<file path="config.mk">
export PLATFORM = sky130hd
export DESIGN_NAME = one_wire_bus_master_core
export DESIGN_NICKNAME = d
export VERILOG_FILES = /design/src/rtl/owbm_pkg.sv /design/src/rtl/owbm_front.sv /design/src/rtl/owbm_queue.sv /design/src/rtl/owbm_engine.sv /design/src/rtl/one_wire_bus_master_core.sv
export SDC_FILE = /design/constraint.sdc
export NUM_CORES = 1
export LEC_CHECK = 0
export BUFFER_PORTS_ARGS = -buffer_cell sky130_fd_sc_hd__clkbuf_2
export CAP_MARGIN = 0
export CORE_MARGIN = 8
export CORE_UTILIZATION = 55
export DETAILED_ROUTE_END_ITERATION = 10
export GPL_ROUTABILITY_DRIVEN = 0
export PLACE_DENSITY_LB_ADDON = 0.08
export SYNTH_ARGS = -nofsm -noshare
export SYNTH_HDL_FRONTEND = slang
export SYNTH_HIERARCHICAL = 1
export SYNTH_SLANG_ARGS = --single-unit
</file>
<file path="constraint.sdc">
create_clock -name clk -period 15.4 [get_ports clk]
set_clock_uncertainty 0.05 [all_clocks]
set_input_delay 1.54 -clock clk [delete_from_list [all_inputs] [get_ports clk]]
set_output_delay 1.54 -clock clk [all_outputs]
set_load 0.1 [all_outputs]
</file>
<file path="src/rtl/owbm_pkg.sv">
// owbm_pkg: shared types, constants and slot timing helpers for the 1-wire bus master
// used by every module of the block; depends on nothing
package owbm_pkg;

  // width of the per-phase tick counter
  localparam int TICK_COUNT_BITS = 10;
  // width of one timing register
  localparam int CFG_W = 10;
  // phase length needs to hold 2^TICK_COUNT_BITS itself
  localparam int LEN_W = (TICK_COUNT_BITS + 1 > CFG_W) ? TICK_COUNT_BITS + 1 : CFG_W;
  localparam logic [LEN_W-1:0] LEN_CAP = LEN_W'(2 ** TICK_COUNT_BITS);

  // request queue between front and back
  localparam int QDEPTH = 2;
  localparam int QPTR_W = (QDEPTH > 1) ? $clog2(QDEPTH) : 1;
  localparam int QCNT_W = $clog2(QDEPTH + 1);

  // register indexes
  localparam logic [2:0] REG_RESET_LOW      = 3'd0;
  localparam logic [2:0] REG_PRESENCE_WAIT  = 3'd1;
  localparam logic [2:0] REG_RESET_RECOVERY = 3'd2;
  localparam logic [2:0] REG_SHORT_LOW      = 3'd3;
  localparam logic [2:0] REG_WRITE_ONE_HIGH = 3'd4;
  localparam logic [2:0] REG_WRITE_ZERO_LOW = 3'd5;
  localparam logic [2:0] REG_READ_SAMPLE    = 3'd6;
  localparam logic [2:0] REG_READ_RECOVERY  = 3'd7;

  // opcodes on the request channel
  localparam logic [2:0] OP_NONE   = 3'd0;
  localparam logic [2:0] OP_RESET  = 3'd1;
  localparam logic [2:0] OP_WRITE  = 3'd2;
  localparam logic [2:0] OP_READ   = 3'd3;
  localparam logic [2:0] OP_WAIT   = 3'd4;

  typedef enum logic [2:0] {
    CMD_NONE,
    CMD_RESET,
    CMD_WRITE,
    CMD_READ,
    CMD_WAIT
  } cmd_kind_t;

  typedef enum logic [3:0] {
    PH_IDLE,
    PH_RST_LOW,
    PH_RST_WAIT,
    PH_RST_SAMPLE,
    PH_RST_REC,
    PH_W1_LOW,
    PH_W1_HIGH,
    PH_W0_LOW,
    PH_RD_LOW,
    PH_RD_WAIT,
    PH_RD_SAMPLE,
    PH_RD_REC,
    PH_WAIT_REL
  } phase_t;

  typedef struct packed {
    logic [2:0] opcode;
    logic [7:0] data_byte;
    logic       line_level;
  } in_item_t;

  typedef struct packed {
    logic       drive_low;
    logic       busy_res;
    logic       done_res;
    logic [7:0] read_byte;
    logic       cmd_ignored;
  } out_item_t;

  typedef struct packed {
    cmd_kind_t  cmd;
    logic [7:0] data_byte;
    logic       line_level;
  } q_entry_t;

  typedef struct packed {
    logic [CFG_W-1:0] reset_low_ticks;
    logic [CFG_W-1:0] presence_wait_ticks;
    logic [CFG_W-1:0] reset_recovery_ticks;
    logic [CFG_W-1:0] short_low_ticks;
    logic [CFG_W-1:0] write_one_high_ticks;
    logic [CFG_W-1:0] write_zero_low_ticks;
    logic [CFG_W-1:0] read_sample_ticks;
    logic [CFG_W-1:0] read_recovery_ticks;
  } cfg_t;

  localparam cfg_t CFG_RESET = '{
    reset_low_ticks:      CFG_W'(60),
    presence_wait_ticks:  CFG_W'(8),
    reset_recovery_ticks: CFG_W'(51),
    short_low_ticks:      CFG_W'(22),
    write_one_high_ticks: CFG_W'(70),
    write_zero_low_ticks: CFG_W'(80),
    read_sample_ticks:    CFG_W'(86),
    read_recovery_ticks:  CFG_W'(62)
  };

  // register value to phase length: optional floor of one, cap at counter range
  function automatic logic [LEN_W-1:0] eff_len(input logic [CFG_W-1:0] v,
                                               input logic at_least_one);
    logic [LEN_W-1:0] x;
    x = LEN_W'(v);
    if (at_least_one && (v == '0)) begin
      x = LEN_W'(1);
    end
    if (x > LEN_CAP) begin
      x = LEN_CAP;
    end
    return x;
  endfunction

  // ticks spent in a phase
  function automatic logic [LEN_W-1:0] phase_len(input phase_t p, input cfg_t c);
    logic [LEN_W-1:0] len;
    case (p)
      PH_RST_LOW:  len = eff_len(c.reset_low_ticks, 1'b1);
      PH_RST_WAIT: len = eff_len(c.presence_wait_ticks, 1'b1);
      PH_RST_REC:  len = eff_len(c.reset_recovery_ticks, 1'b0);
      PH_W1_LOW:   len = eff_len(c.short_low_ticks, 1'b1);
      PH_W1_HIGH:  len = eff_len(c.write_one_high_ticks, 1'b0);
      PH_W0_LOW:   len = eff_len(c.write_zero_low_ticks, 1'b1);
      PH_RD_LOW:   len = eff_len(c.short_low_ticks, 1'b1);
      PH_RD_WAIT:  len = eff_len(c.read_sample_ticks, 1'b0);
      PH_RD_REC:   len = eff_len(c.read_recovery_ticks, 1'b0);
      default:     len = LEN_W'(1);
    endcase
    return len;
  endfunction

endpackage

</file>
<file path="src/rtl/owbm_front.sv">
// owbm_front: takes requests and classifies the opcode into a command kind
// depends on owbm_pkg; feeds owbm_queue
module owbm_front import owbm_pkg::*; (
  input  logic     cmd_valid,
  output logic     cmd_stall,
  input  in_item_t cmd,
  input  logic     q_full,
  output logic     q_push,
  output q_entry_t q_wdata
);

  // stall only when the queue has no room
  assign cmd_stall = q_full;
  assign q_push    = cmd_valid && !q_full;

  // opcode decode, unused codes act as no command
  always_comb begin
    q_wdata.data_byte  = cmd.data_byte;
    q_wdata.line_level = cmd.line_level;
    case (cmd.opcode)
      OP_RESET: q_wdata.cmd = CMD_RESET;
      OP_WRITE: q_wdata.cmd = CMD_WRITE;
      OP_READ:  q_wdata.cmd = CMD_READ;
      OP_WAIT:  q_wdata.cmd = CMD_WAIT;
      default:  q_wdata.cmd = CMD_NONE;
    endcase
  end

endmodule

</file>
<file path="src/rtl/owbm_queue.sv">
// owbm_queue: short request queue between the front and the bus engine
// depends on owbm_pkg
module owbm_queue import owbm_pkg::*; (
  input  logic     clk,
  input  logic     rst,
  input  logic     push,
  input  q_entry_t wdata,
  output logic     full,
  input  logic     pop,
  output logic     not_empty,
  output q_entry_t rdata
);

  q_entry_t            mem [QDEPTH];
  logic [QPTR_W-1:0]   wr_ptr;
  logic [QPTR_W-1:0]   rd_ptr;
  logic [QCNT_W-1:0]   count;

  assign full      = (count == QCNT_W'(QDEPTH));
  assign not_empty = (count != '0);
  assign rdata     = mem[rd_ptr];

  // storage
  always_ff @(posedge clk) begin
    if (push) begin
      mem[wr_ptr] <= wdata;
    end
  end

  // pointers and fill count
  always_ff @(posedge clk) begin
    if (rst) begin
      wr_ptr <= '0;
      rd_ptr <= '0;
      count  <= '0;
    end else begin
      if (push) begin
        wr_ptr <= (wr_ptr == QPTR_W'(QDEPTH - 1)) ? '0 : wr_ptr + QPTR_W'(1);
      end
      if (pop) begin
        rd_ptr <= (rd_ptr == QPTR_W'(QDEPTH - 1)) ? '0 : rd_ptr + QPTR_W'(1);
      end
      if (push && !pop) begin
        count <= count + QCNT_W'(1);
      end else if (pop && !push) begin
        count <= count - QCNT_W'(1);
      end
    end
  end

endmodule

</file>
<file path="src/rtl/owbm_engine.sv">
// owbm_engine: bus phase sequencer with result register; one queued tick per cycle
// unless the result stalls; depends on owbm_pkg; reads requests from owbm_queue
module owbm_engine import owbm_pkg::*; (
  input  logic      clk,
  input  logic      rst,
  input  cfg_t      cfg,
  input  logic      q_valid,
  input  q_entry_t  q_head,
  output logic      q_pop,
  output logic      res_valid,
  input  logic      res_stall,
  output out_item_t res
);

  typedef struct packed {
    phase_t     phase;
    logic [2:0] bit_index;
    logic [7:0] shift_byte;
    logic [7:0] last_read;
    logic       finished;
  } step_t;

  // end of a phase: side effects and the phase that follows
  function automatic step_t after_phase(input step_t s_in, input logic line);
    step_t s;
    s = s_in;
    case (s.phase)
      PH_RST_LOW:    s.phase = PH_RST_WAIT;
      PH_RST_WAIT:   s.phase = PH_RST_SAMPLE;
      PH_RST_SAMPLE: s.phase = line ? PH_RST_LOW : PH_RST_REC;
      PH_W1_LOW:     s.phase = PH_W1_HIGH;
      PH_W1_HIGH, PH_W0_LOW: begin
        s.shift_byte = {1'b0, s.shift_byte[7:1]};
        if (s.bit_index == 3'd7) begin
          s.phase    = PH_IDLE;
          s.finished = 1'b1;
        end else begin
          s.bit_index = s.bit_index + 3'd1;
          s.phase     = s.shift_byte[0] ? PH_W1_LOW : PH_W0_LOW;
        end
      end
      PH_RD_LOW:     s.phase = PH_RD_WAIT;
      PH_RD_WAIT:    s.phase = PH_RD_SAMPLE;
      PH_RD_SAMPLE: begin
        s.shift_byte = {line, s.shift_byte[7:1]};
        s.phase      = PH_RD_REC;
      end
      PH_RD_REC: begin
        if (s.bit_index == 3'd7) begin
          s.last_read = s.shift_byte;
          s.phase     = PH_IDLE;
          s.finished  = 1'b1;
        end else begin
          s.bit_index = s.bit_index + 3'd1;
          s.phase     = PH_RD_LOW;
        end
      end
      default: begin
        s.phase    = PH_IDLE;
        s.finished = 1'b1;
      end
    endcase
    return s;
  endfunction

  phase_t                     phase;
  logic [TICK_COUNT_BITS-1:0] tick_count;
  logic [2:0]                 bit_index;
  logic [7:0]                 shift_byte;
  logic [7:0]                 last_read;

  step_t                      st;
  phase_t                     p0;
  logic [TICK_COUNT_BITS-1:0] tick_next;
  logic [LEN_W-1:0]           tick_inc;
  logic                       ignored;
  logic                       busy;
  logic                       drive;

  // pop a tick whenever the result register can take its result
  assign q_pop = q_valid && (!res_valid || !res_stall);

  // one tick of the bus sequencer
  always_comb begin
    st.phase      = phase;
    st.bit_index  = bit_index;
    st.shift_byte = shift_byte;
    st.last_read  = last_read;
    st.finished   = 1'b0;
    tick_next     = tick_count;
    ignored       = 1'b0;
    tick_inc      = '0;

    // command start, or drop when busy
    if (q_head.cmd != CMD_NONE) begin
      if (phase != PH_IDLE) begin
        ignored = 1'b1;
      end else begin
        tick_next    = '0;
        st.bit_index = '0;
        case (q_head.cmd)
          CMD_RESET: st.phase = PH_RST_LOW;
          CMD_WRITE: begin
            st.shift_byte = q_head.data_byte;
            st.phase      = q_head.data_byte[0] ? PH_W1_LOW : PH_W0_LOW;
          end
          CMD_READ: begin
            st.shift_byte = '0;
            st.phase      = PH_RD_LOW;
          end
          default: st.phase = PH_WAIT_REL;
        endcase
      end
    end

    p0    = st.phase;
    busy  = (p0 != PH_IDLE);
    drive = (p0 == PH_RST_LOW) || (p0 == PH_W1_LOW) ||
            (p0 == PH_W0_LOW) || (p0 == PH_RD_LOW);

    // timing and phase advance, zero-length phases are skipped
    if (p0 == PH_WAIT_REL) begin
      if (q_head.line_level) begin
        st.phase    = PH_IDLE;
        st.finished = 1'b1;
      end
    end else if (p0 != PH_IDLE) begin
      tick_inc = LEN_W'(tick_next) + LEN_W'(1);
      if (tick_inc >= phase_len(p0, cfg)) begin
        tick_next = '0;
        st = after_phase(st, q_head.line_level);
        if ((st.phase != PH_IDLE) && (phase_len(st.phase, cfg) == '0)) begin
          st = after_phase(st, q_head.line_level);
        end
      end else begin
        tick_next = tick_inc[TICK_COUNT_BITS-1:0];
      end
    end
  end

  // sequencer state
  always_ff @(posedge clk) begin
    if (rst) begin
      phase      <= PH_IDLE;
      tick_count <= '0;
      bit_index  <= '0;
      shift_byte <= '0;
      last_read  <= '0;
    end else if (q_pop) begin
      phase      <= st.phase;
      tick_count <= tick_next;
      bit_index  <= st.bit_index;
      shift_byte <= st.shift_byte;
      last_read  <= st.last_read;
    end
  end

  // result register
  always_ff @(posedge clk) begin
    if (rst) begin
      res_valid <= 1'b0;
    end else if (q_pop) begin
      res_valid <= 1'b1;
    end else if (!res_stall) begin
      res_valid <= 1'b0;
    end
  end

  always_ff @(posedge clk) begin
    if (q_pop) begin
      res.drive_low   <= drive;
      res.busy_res    <= busy;
      res.done_res    <= st.finished;
      res.read_byte   <= st.last_read;
      res.cmd_ignored <= ignored;
    end
  end

endmodule

</file>
<file path="src/rtl/one_wire_bus_master_core.sv">
// one_wire_bus_master_core: 1-wire bus master, one request per 1 us tick, one result per tick
// throughput: one request and one sequencer tick per cycle, while the result is not stalled
// path: a taken request waits in a queue slot, then its result is held in the result register
// reset (rst, synchronous): bus idle, counters and read byte cleared, timing registers to defaults
// depends on owbm_pkg, owbm_front, owbm_queue, owbm_engine
module one_wire_bus_master_core import owbm_pkg::*; (
  input  logic             clk,
  input  logic             rst,
  input  logic             cmd_valid,
  output logic             cmd_stall,
  input  in_item_t         cmd,
  output logic             res_valid,
  input  logic             res_stall,
  output out_item_t        res,
  input  logic             cfg_valid,
  output logic             cfg_ready,
  input  logic [2:0]       cfg_index,
  input  logic [CFG_W-1:0] cfg_data
);

  cfg_t     cfg;
  logic     q_full;
  logic     q_push;
  q_entry_t q_wdata;
  logic     q_pop;
  logic     q_valid;
  q_entry_t q_head;

  assign cfg_ready = 1'b1;

  // timing registers
  always_ff @(posedge clk) begin
    if (rst) begin
      cfg <= CFG_RESET;
    end else if (cfg_valid && cfg_ready) begin
      case (cfg_index)
        REG_RESET_LOW:      cfg.reset_low_ticks      <= cfg_data;
        REG_PRESENCE_WAIT:  cfg.presence_wait_ticks  <= cfg_data;
        REG_RESET_RECOVERY: cfg.reset_recovery_ticks <= cfg_data;
        REG_SHORT_LOW:      cfg.short_low_ticks      <= cfg_data;
        REG_WRITE_ONE_HIGH: cfg.write_one_high_ticks <= cfg_data;
        REG_WRITE_ZERO_LOW: cfg.write_zero_low_ticks <= cfg_data;
        REG_READ_SAMPLE:    cfg.read_sample_ticks    <= cfg_data;
        REG_READ_RECOVERY:  cfg.read_recovery_ticks  <= cfg_data;
        default:            cfg <= cfg;
      endcase
    end
  end

  // request intake and decode
  owbm_front u_front (
    .cmd_valid (cmd_valid),
    .cmd_stall (cmd_stall),
    .cmd       (cmd),
    .q_full    (q_full),
    .q_push    (q_push),
    .q_wdata   (q_wdata)
  );

  // decoupling queue
  owbm_queue u_queue (
    .clk       (clk),
    .rst       (rst),
    .push      (q_push),
    .wdata     (q_wdata),
    .full      (q_full),
    .pop       (q_pop),
    .not_empty (q_valid),
    .rdata     (q_head)
  );

  // bus engine and result register
  owbm_engine u_engine (
    .clk       (clk),
    .rst       (rst),
    .cfg       (cfg),
    .q_valid   (q_valid),
    .q_head    (q_head),
    .q_pop     (q_pop),
    .res_valid (res_valid),
    .res_stall (res_stall),
    .res       (res)
  );

  // a finishing tick is always a busy tick
  a_done_busy: assert property (@(posedge clk) disable iff (rst)
    res_valid |-> (!res.done_res || res.busy_res))
    else $error("done without busy");

  // a dropped command only happens while a command runs
  a_ignored_busy: assert property (@(posedge clk) disable iff (rst)
    res_valid |-> (!res.cmd_ignored || res.busy_res))
    else $error("command dropped while idle");

  // bus is only pulled low during a command
  a_drive_busy: assert property (@(posedge clk) disable iff (rst)
    res_valid |-> (!res.drive_low || res.busy_res))
    else $error("bus driven while idle");

  // a queued tick with room at the output yields a result next cycle
  a_queue_drains: assert property (@(posedge clk) disable iff (rst)
    (q_valid && (!res_valid || !res_stall)) |=> res_valid)
    else $error("queued request not processed");

endmodule

</file>
==> results of run 1 <==
## cell type report
cell class	count	area share
inverters	7	0.002790
repair buffers	49	0.02790
well taps	211	0.02803
clock inverters	12	0.01567
clock buffers	20	0.04636
flip-flops and latches	155	0.3677
multi-input cells	699	0.5116
## per-stage QoR
step | worst slack (ps) | util | instance area, um^2
2_1_floorplan | 9736 | - | 8630
4_1_cts | 8270 | 0.6173 | 9419
5_1_grt | 7581 | 0.6173 | 9419
6_report | 8107 | 0.6173 | 9419
3_3_place_gp | 8604 | 0.5790 | 8835
3_5_place_dp | 8312 | 0.5790 | 8835
## power groups by stage
stage / registers [W] / logic [W] / clock network (W)
after floorplan: 0.000610 / 0.000527 / 0
after global placement: 0.000519 / 0.000775 / 0
after detailed placement: 0.000521 / 0.000787 / 0
after CTS: 0.000512 / 0.000793 / 0.000426
after global routing: 0.000520 / 0.000868 / 0.000442
final: 0.000513 / 0.000814 / 0.000421
## cell usage after synthesis (3+ instances only)
cell      count
dfxtp_1     119
nor2_1      107
mux2i_1     100
nand2_1      69
nand2b_1     68
a21oi_1      51
o21ai_0      38
edfxtp_1     36
clkbuf_1     35
a221oi_1     20
mux2_2       19
buf_2        18
nor3_1       18
ha_1         14
nand3_1      13
o221a_2      13
buf_4        11
nor4_1       11
a22oi_1       9
xor2_1        9
a31oi_1       8
nor2b_1       8
nor3b_1       8
and2_1        7
o211ai_1      7
or4_1         7
a21o_1        6
inv_1         6
nand4_1       6
a211oi_1      5
o21ai_1       4
or2_2         4
xnor2_1       4
a311oi_1      3
and2b_2       3
nand4b_1      3
o221a_1       3
o31a_1        3
## sequential cells by signal (all words and copies together), names as in the netlist, 2 cells and up, named ones only
signal               cells
cfg                     80
u_queue/mem             24
u_engine/res            12
u_engine/tick_count     10
u_engine/last_read       8
u_engine/shift_byte      8
u_engine/phase           4
u_engine/bit_index       3
u_queue/count            2
## layout by cell type, fill, tap and decap left out, types with 7 or more instances in the layout
| master | n |
|---|---|
| a21oi_1 | 51 |
| a221oi_1 | 20 |
| a22oi_1 | 9 |
| a31oi_1 | 7 |
| and2_1 | 7 |
| buf_4 | 7 |
| clkbuf_16 | 17 |
| clkbuf_2 | 42 |
| dfxtp_1 | 119 |
| edfxtp_1 | 36 |
| ha_1 | 14 |
| mux2_2 | 19 |
| mux2i_1 | 100 |
| nand2_1 | 69 |
| nand2b_1 | 68 |
| nand3_1 | 13 |
| nor2_1 | 107 |
| nor2b_1 | 8 |
| nor3_1 | 18 |
| nor3b_1 | 8 |
| nor4_1 | 11 |
| o211ai_1 | 7 |
| o21ai_0 | 38 |
| o221a_2 | 13 |
| or4_1 | 7 |
| xor2_1 | 9 |
## metal layers
layer | track usage | vias up | wire length (um)
met5 | 0 | - | 13
met4 | 0.09446 | 2 | 550
met2 | 0.3576 | 327 | 10280
met1 | 0.3067 | 3472 | 10530
met3 | 0.05233 | 58 | 1678
li1 | - | 3389 | -
## worst max-delay path by stage
stage / startpoint / endpoint / depth (start not counted)
after global placement: flop / u_engine/last_read[7] / 23
final: flop / u_engine/last_read[7] / 23
after global routing: flop / u_engine/last_read[7] / 23
after detailed placement: flop / u_engine/last_read[7] / 23
after CTS: flop / u_engine/last_read[3] / 23
after floorplan: flop / u_engine/res[1] / 25
## worst register-to-register path, delay by kind of cell, from the launching register on
family          cells  cell delay, ps
flops               1             650
simple gates       10            3220
fa+ha+maj           2             640
compound gates      8            1800
mux                 1             510
buf+inv             2             320
## cells by family after synthesis
| group | share of synthesized area |
|---|---|
| other | 0.0004346 |
| buffers and inverters | 0.04176 |
| XOR/XNOR | 0.01319 |
| AO/OA/AOI/OAI | 0.1685 |
| flip-flops | 0.4013 |
| AND/OR/NAND/NOR | 0.2121 |
| adder cells (fa/ha/maj) | 0.02030 |
| multiplexers | 0.1424 |
==> impl_metrics.csv, run 1 <==
group,metric,value,unit
run_status,status,"finished, final reports clean",
power,p_seq_frac,0.294,
worst_setup_path,arrival,7550,ps
worst_hold_path,hold_depth,2,
worst_setup_path,r2r-end,"u_engine/last_read[7]",
sta,relSlewSlack,0.2803,
drt,vias_per_cell,6.286,
drt,totalWireLength,23050,um
sta,drv_slew,0,
synthesis,synth_area_per_cell,9.289,um^2
power,p_sw,0.0007814,W
power,pwr-share-comb,0.466,
clock_network,insertion_delay,430,ps
drt,ant_nets,0,
global_route,grt.overflow.total,0,
worst_setup_path,critPathSlowestCell,"dfxtp_1",
power,power_density,185.6,nW/um^2
power,pwr-share-clk,0.241,
global_route,grt_start_max_net_pins,100,
clock_network,clock-sinks,155,
synthesis,synthCells,929,
sta,tns,0,ps
worst_hold_path,hold_start,"u_engine/shift_byte[3]",
global_route,track_usage,0.2312,
sta,min_period,7293,ps
clock_network,root_buffer,"clkbuf_16",
cells_and_area,multi_input_comb_area,4818,um^2
worst_setup_path,crit_family,"simple AND/OR/NAND/NOR gates",
die,core_area,15260,um^2
worst_setup_path,critical_path.cell_chain,"mux2_2 -> nor3_2 -> nand2b_1 -> nand2_1 -> inv_1 -> ha_1 -> o211ai_2 -> nor3_1 -> or2_1 -> nand3_1 -> nor2_1 -> a221oi_1 -> ha_1 -> a21oi_1 -> a2bb2oi_1 -> o221ai_1 -> a21oi_1 -> nand2b_1 -> nor4_1 -> buf_4 -> a21o_1 -> and2_1 -> o221a_1",
clock_network,cts.repair.resized,0,
synthesis,syn-num-nets,973,
sta,hold_viol,0,
clock_network,cts_tree,"yes",
clock_network,cts_max_path_buffers,2,
placement,port-buffer-count,43,
synthesis,synth_top_area_cell,"dfxtp_1",
clock_network,post-cts-setup-buffers,0,
sta,finalCritPeriodShare,0.4735,
power,power.leakage,3.800,nW
global_route,grt_pass1_vias,6990,
worst_setup_path,critPathMaxFanout,19,
die,die_area,19950,um^2
cells_and_area,nNetsFinal,973,
synthesis,async_flop_share,0,
worst_setup_path,critPathKind,"reg -> reg",
drt,drt_iter0_markers,668,
placement,dpl.hpwl,16610,um
die,num_rows,45,
die,dieHeight,141.3,um
clock_network,hold_buffers,0,
synthesis,synthDistinctLibCells,84,
cells_and_area,layoutNonFillerInstCount,1153,
worst_setup_path,cp.required,15660,ps
drt,via_count,7248,
worst_setup_path,startpoint_type,"flop",
synthesis,seq_area_frac_synth,0.4013,
cells_and_area,drive_above_1_share,0.1433,
drt,drc,0,
clock_network,clkTransAtPathRegs,60,ps
synthesis,syn-cell-area,8630,um^2
drt,wl_per_cell,19.99,um
cells_and_area,seq_area,3463,um^2
power,total_power,0.001748,W
synthesis,netlist.area_leader.share,0.2761,
synthesis,synthTopCellsByArea,"dfxtp_1 (28%), edfxtp_1 (13%), mux2i_1 (12%)",
sta,fmax,137.1,MHz
power,intPower,0.0009664,W
flow_run,maxCapViolations,0,
synthesis,synth_edf_count,36,
worst_hold_path,hold_class,"reg -> reg",
worst_setup_path,cpPeakStageDelay,650,ps
synthesis,ys_warn_count,6,
sta,worst_slew_pin_slew,1077,ps
power,ir_worst_vdd,147.6,uV
synthesis,synth_ff_type,"dfxtp_1",
drt,dr.pass1.iters,6,
worst_setup_path,rr_worst_depth,23,
clock_network,cts-buffers-inserted,17,
die,die_x,141.3,um
sta,rsz0062_at_grt,"no",
synthesis,ys_ff_latch,155,
worst_hold_path,hold_end,"u_engine/shift_byte[3]",
worst_setup_path,cp.buffers_inverters,2,
power,sw_frac_of_total,0.4471,
die,pin_count,45,
worst_setup_path,end_kind,"flop",
sta,holdWs,406.3,ps
cells_and_area,nFillCells,1281,
global_route,antenna_found_initial,1,
placement,dpl.cell_count,1121,
sta,setup_viol,0,
clock_network,ctsHtreeMaxLevel,4,
die,start_util,0.5656,
global_route,grt_first_pass_wirelength,36670,um
cells_and_area,synthToLayoutAreaGrowth,9.149,%
worst_setup_path,regToRegSetupSlack,8110,ps
cells_and_area,num_antenna_cells,0,
Note: power is estimated with default switching activity, not from simulation.
==> run 2, diff against run 1 <==
--- a/config.mk
+++ b/config.mk
@@ -5,6 +5,7 @@
 export SDC_FILE = /design/constraint.sdc
 export NUM_CORES = 1
 export LEC_CHECK = 0
+export ABC_AREA = 1
 export BUFFER_PORTS_ARGS = -buffer_cell sky130_fd_sc_hd__clkbuf_2
 export CAP_MARGIN = 0
 export CORE_MARGIN = 8
==> constraint.sdc (replaced) <==
create_clock -name clk -period 6.9 [get_ports clk]
set_clock_uncertainty 0.05 [all_clocks]
set_input_delay 0.69 -clock clk [delete_from_list [all_inputs] [get_ports clk]]
set_output_delay 0.69 -clock clk [all_outputs]
set_load 0.1 [all_outputs]
==> impl_metrics.csv, run 2 <==
group,metric,value,unit
run_status,status,"finished, final reports clean",
clock_network,clock-sinks,155,
global_route,grt_first_pass_wirelength,41630,um
synthesis,synth_common_cells,"nand2_1 (304), nor2_1 (192), nand3_1 (133), inv_1 (124), dfxtp_1 (119)",
die,dieHeight,144.4,um
power,ir_worst_vdd,552.1,uV
sta,worst_slew_pin_slew,1149,ps
sta,holdWs,391.5,ps
cells_and_area,layout_commonest_cell,"nand2_1",
worst_setup_path,cp.required,7040,ps
drt,via_count,8829,
global_route,grt.overflow.total,0,
cells_and_area,top_register,"cfg",
placement,dpl.cell_count,1500,
die,start_util,0.5550,
power,sw_frac_of_total,0.5175,
clock_network,cts.repair.resized,0,
worst_setup_path,startpoint_type,"flop",
sta,drv_slew,0,
clock_network,cts_max_path_buffers,2,
synthesis,synth_ff_type,"dfxtp_1",
synthesis,async_flop_share,0,
cells_and_area,nNetsFinal,1343,
global_route,grt_start_max_net_pins,71,
cells_and_area,largest_reg_flops,80,
drt,dr.pass1.iters,6,
synthesis,synth_top_area_cell,"dfxtp_1",
power,power_density,567.0,nW/um^2
sta,relSlewSlack,0.2309,
drt,vias_per_cell,5.763,
cells_and_area,nFillCells,1568,
clock_network,insertion_delay,440,ps
worst_setup_path,critPathSlowestCell,"dfxtp_1",
worst_setup_path,crit_family,"simple AND/OR/NAND/NOR gates",
sta,fin_ws,1408,ps
synthesis,yosysMostFrequentCell,"nand2_1",
flow_run,maxCapViolations,0,
clock_network,cts-buffers-inserted,17,
sta,hold_viol,0,
synthesis,synth_edf_count,36,
power,pwr-share-comb,0.595,
die,die_x,144.4,um
drt,drt_iter0_markers,1145,
cells_and_area,multi_input_comb_area,4776,um^2
cells_and_area,synthToLayoutAreaGrowth,9.295,%
clock_network,clkTransAtPathRegs,60,ps
synthesis,ys_warn_count,6,
drt,ant_nets,0,
worst_setup_path,cp_num_cells,23,
power,p_sw,0.002909,W
synthesis,seq_area_frac_synth,0.3817,
synthesis,netlist.area_leader.share,0.2626,
die,core_area,16350,um^2
global_route,grtUsageMet1,0.3823,
sta,tns,0,ps
power,intPower,0.002712,W
sta,min_period,5492,ps
global_route,grt.busiest_layer,"met1",
cells_and_area,layoutNonFillerInstCount,1532,
worst_hold_path,hold_depth,1,
cells_and_area,seq_area,3463,um^2
global_route,grt_pass1_vias,7691,
clock_network,post-cts-setup-buffers,0,
sta,rsz0062_at_grt,"no",
worst_hold_path,hold_class,"in -> reg",
worst_setup_path,critPathKind,"reg -> reg",
synthesis,synth_area_per_cell,7.066,um^2
worst_setup_path,end_kind,"flop",
cells_and_area,num_antenna_cells,0,
drt,wl_per_cell,17.20,um
drt,drc,0,
clock_network,ctsHtreeMaxLevel,4,
worst_setup_path,cp.buffers_inverters,2,
die,num_rows,47,
cells_and_area,reg.largest.list,"cfg: 80 flops, u_queue/mem: 24 flops, u_engine/res: 12 flops",
synthesis,synthDistinctLibCells,54,
synthesis,syn-cell-area,9072,um^2
worst_setup_path,rr_worst_depth,23,
placement,dpl.hpwl,19320,um
synthesis,synthTopCellsByArea,"dfxtp_1 (26%), nand2_1 (13%), edfxtp_1 (12%)",
clock_network,cts_tree,"yes",
worst_setup_path,path_common_cell,"nand2_1",
sta,setup_viol,0,
global_route,antenna_found_initial,0,
clock_network,root_buffer,"clkbuf_16",
placement,port-buffer-count,43,
die,pin_count,45,
worst_setup_path,cpPeakStageDelay,760,ps
power,pwr-share-clk,0.178,
die,die_area,20860,um^2
cells_and_area,drive_above_1_share,0.1311,
power,p_seq_frac,0.226,
global_route,grtUsageMet3,0.05117,
global_route,track_usage,0.2585,
clock_network,hold_buffers,0,
synthesis,ys_ff_latch,155,
worst_setup_path,arrival,5630,ps
worst_setup_path,critPathMaxFanout,21,
drt,totalWireLength,26350,um
cells_and_area,final_cell_mix,"nand2_1 (304), nor2_1 (191), nand3_1 (133)",
power,power.leakage,4.437,nW
sta,fmax,182.1,MHz
synthesis,syn-num-nets,1328,
synthesis,synthCells,1284,
global_route,met2_usage,0.3638,
worst_setup_path,critical_path.cell_chain,"mux2_2 -> nor2_2 -> nor2_1 -> a21oi_2 -> nand2_2 -> nor2_1 -> nand2_1 -> nand4_1 -> a2111oi_0 -> ha_1 -> nand2_1 -> nor2_1 -> a211oi_1 -> o221ai_1 -> nand2_1 -> o31ai_1 -> nand3_1 -> nand2_4 -> nand2_2 -> inv_1 -> or2_2 -> nand2_1 -> inv_1",
placement,dp_slack,1487,ps
sta,finalCritPeriodShare,0.7960,
-- run 2: cell families after synthesis --
logic type / count (synthesis) / synth area share
muxes: 13 / 0.02013
and+or+nand+nor: 725 / 0.3604
AOI/OAI and AO/OA: 179 / 0.1192
DFF: 155 / 0.3817
adders and majority gates: 14 / 0.01931
other: 1 / 0.0004133
xor gates and xnor gates: 7 / 0.006758
buffers and inverters: 190 / 0.09213
-- run 2: metrics by stage --
stage | power [W] | util | instance area (um^2)
finish | 0.005622 | 0.6065 | 9916
detailed placement | 0.004551 | 0.5685 | 9294
global route | 0.006007 | 0.6065 | 9916
CTS | 0.005556 | 0.6065 | 9916
global placement | 0.004513 | 0.5685 | 9294
floorplan | 0.003956 | - | 9072
-- run 2: worst register-to-register path, stage by stage, from the launching register on --
cell	delay, ps
dfxtp_1	760
mux2_2	450
nor2_2	140
nor2_1	80
a21oi_2	260
nand2_2	150
nor2_1	690
nand2_1	110
nand4_1	100
a2111oi_0	80
ha_1	330
nand2_1	90
nor2_1	50
a211oi_1	170
o221ai_1	130
nand2_1	70
o31ai_1	60
nand3_1	150
nand2_4	100
nand2_2	310
inv_1	390
or2_2	380
nand2_1	80
inv_1	40
-- run 2: area by class of cell --
class / count / area share
Multi-Input combinational cell: 939 / 0.4816
Sequential cell: 155 / 0.3493
Inverter: 137 / 0.05237
Clock buffer: 17 / 0.04290
Tap cell: 220 / 0.02776
Timing Repair Buffer: 49 / 0.02625
Clock inverter: 15 / 0.01981
-- run 2: power by group through the flow --
stage,clock network (W),logic (W),registers (W)
after detailed placement,0,0.00326,0.00129
after global placement,0,0.00323,0.00129
after global routing,0.00105,0.00367,0.00129
final,0.00100,0.00335,0.00127
after floorplan,0,0.00241,0.00154
after CTS,0.00101,0.00327,0.00127
-- run 2: layer usage --
metal  up-vias  wire length (um)
met5         -                 0
met1      4060             12200
li1       4279                 -
met3        50              2468
met4         0               558
met2       440             11130
-- run 2: path summary, 6_finish.rpt --
kind | start | to | slack, ps
max | flop | u_engine/res[8] | 1410
min | cmd[0] | u_queue/mem[0][0] | 390
max reg2reg | flop | u_engine/res[8] | 1410
min reg2reg | cfg[41] | cfg[41] | 410
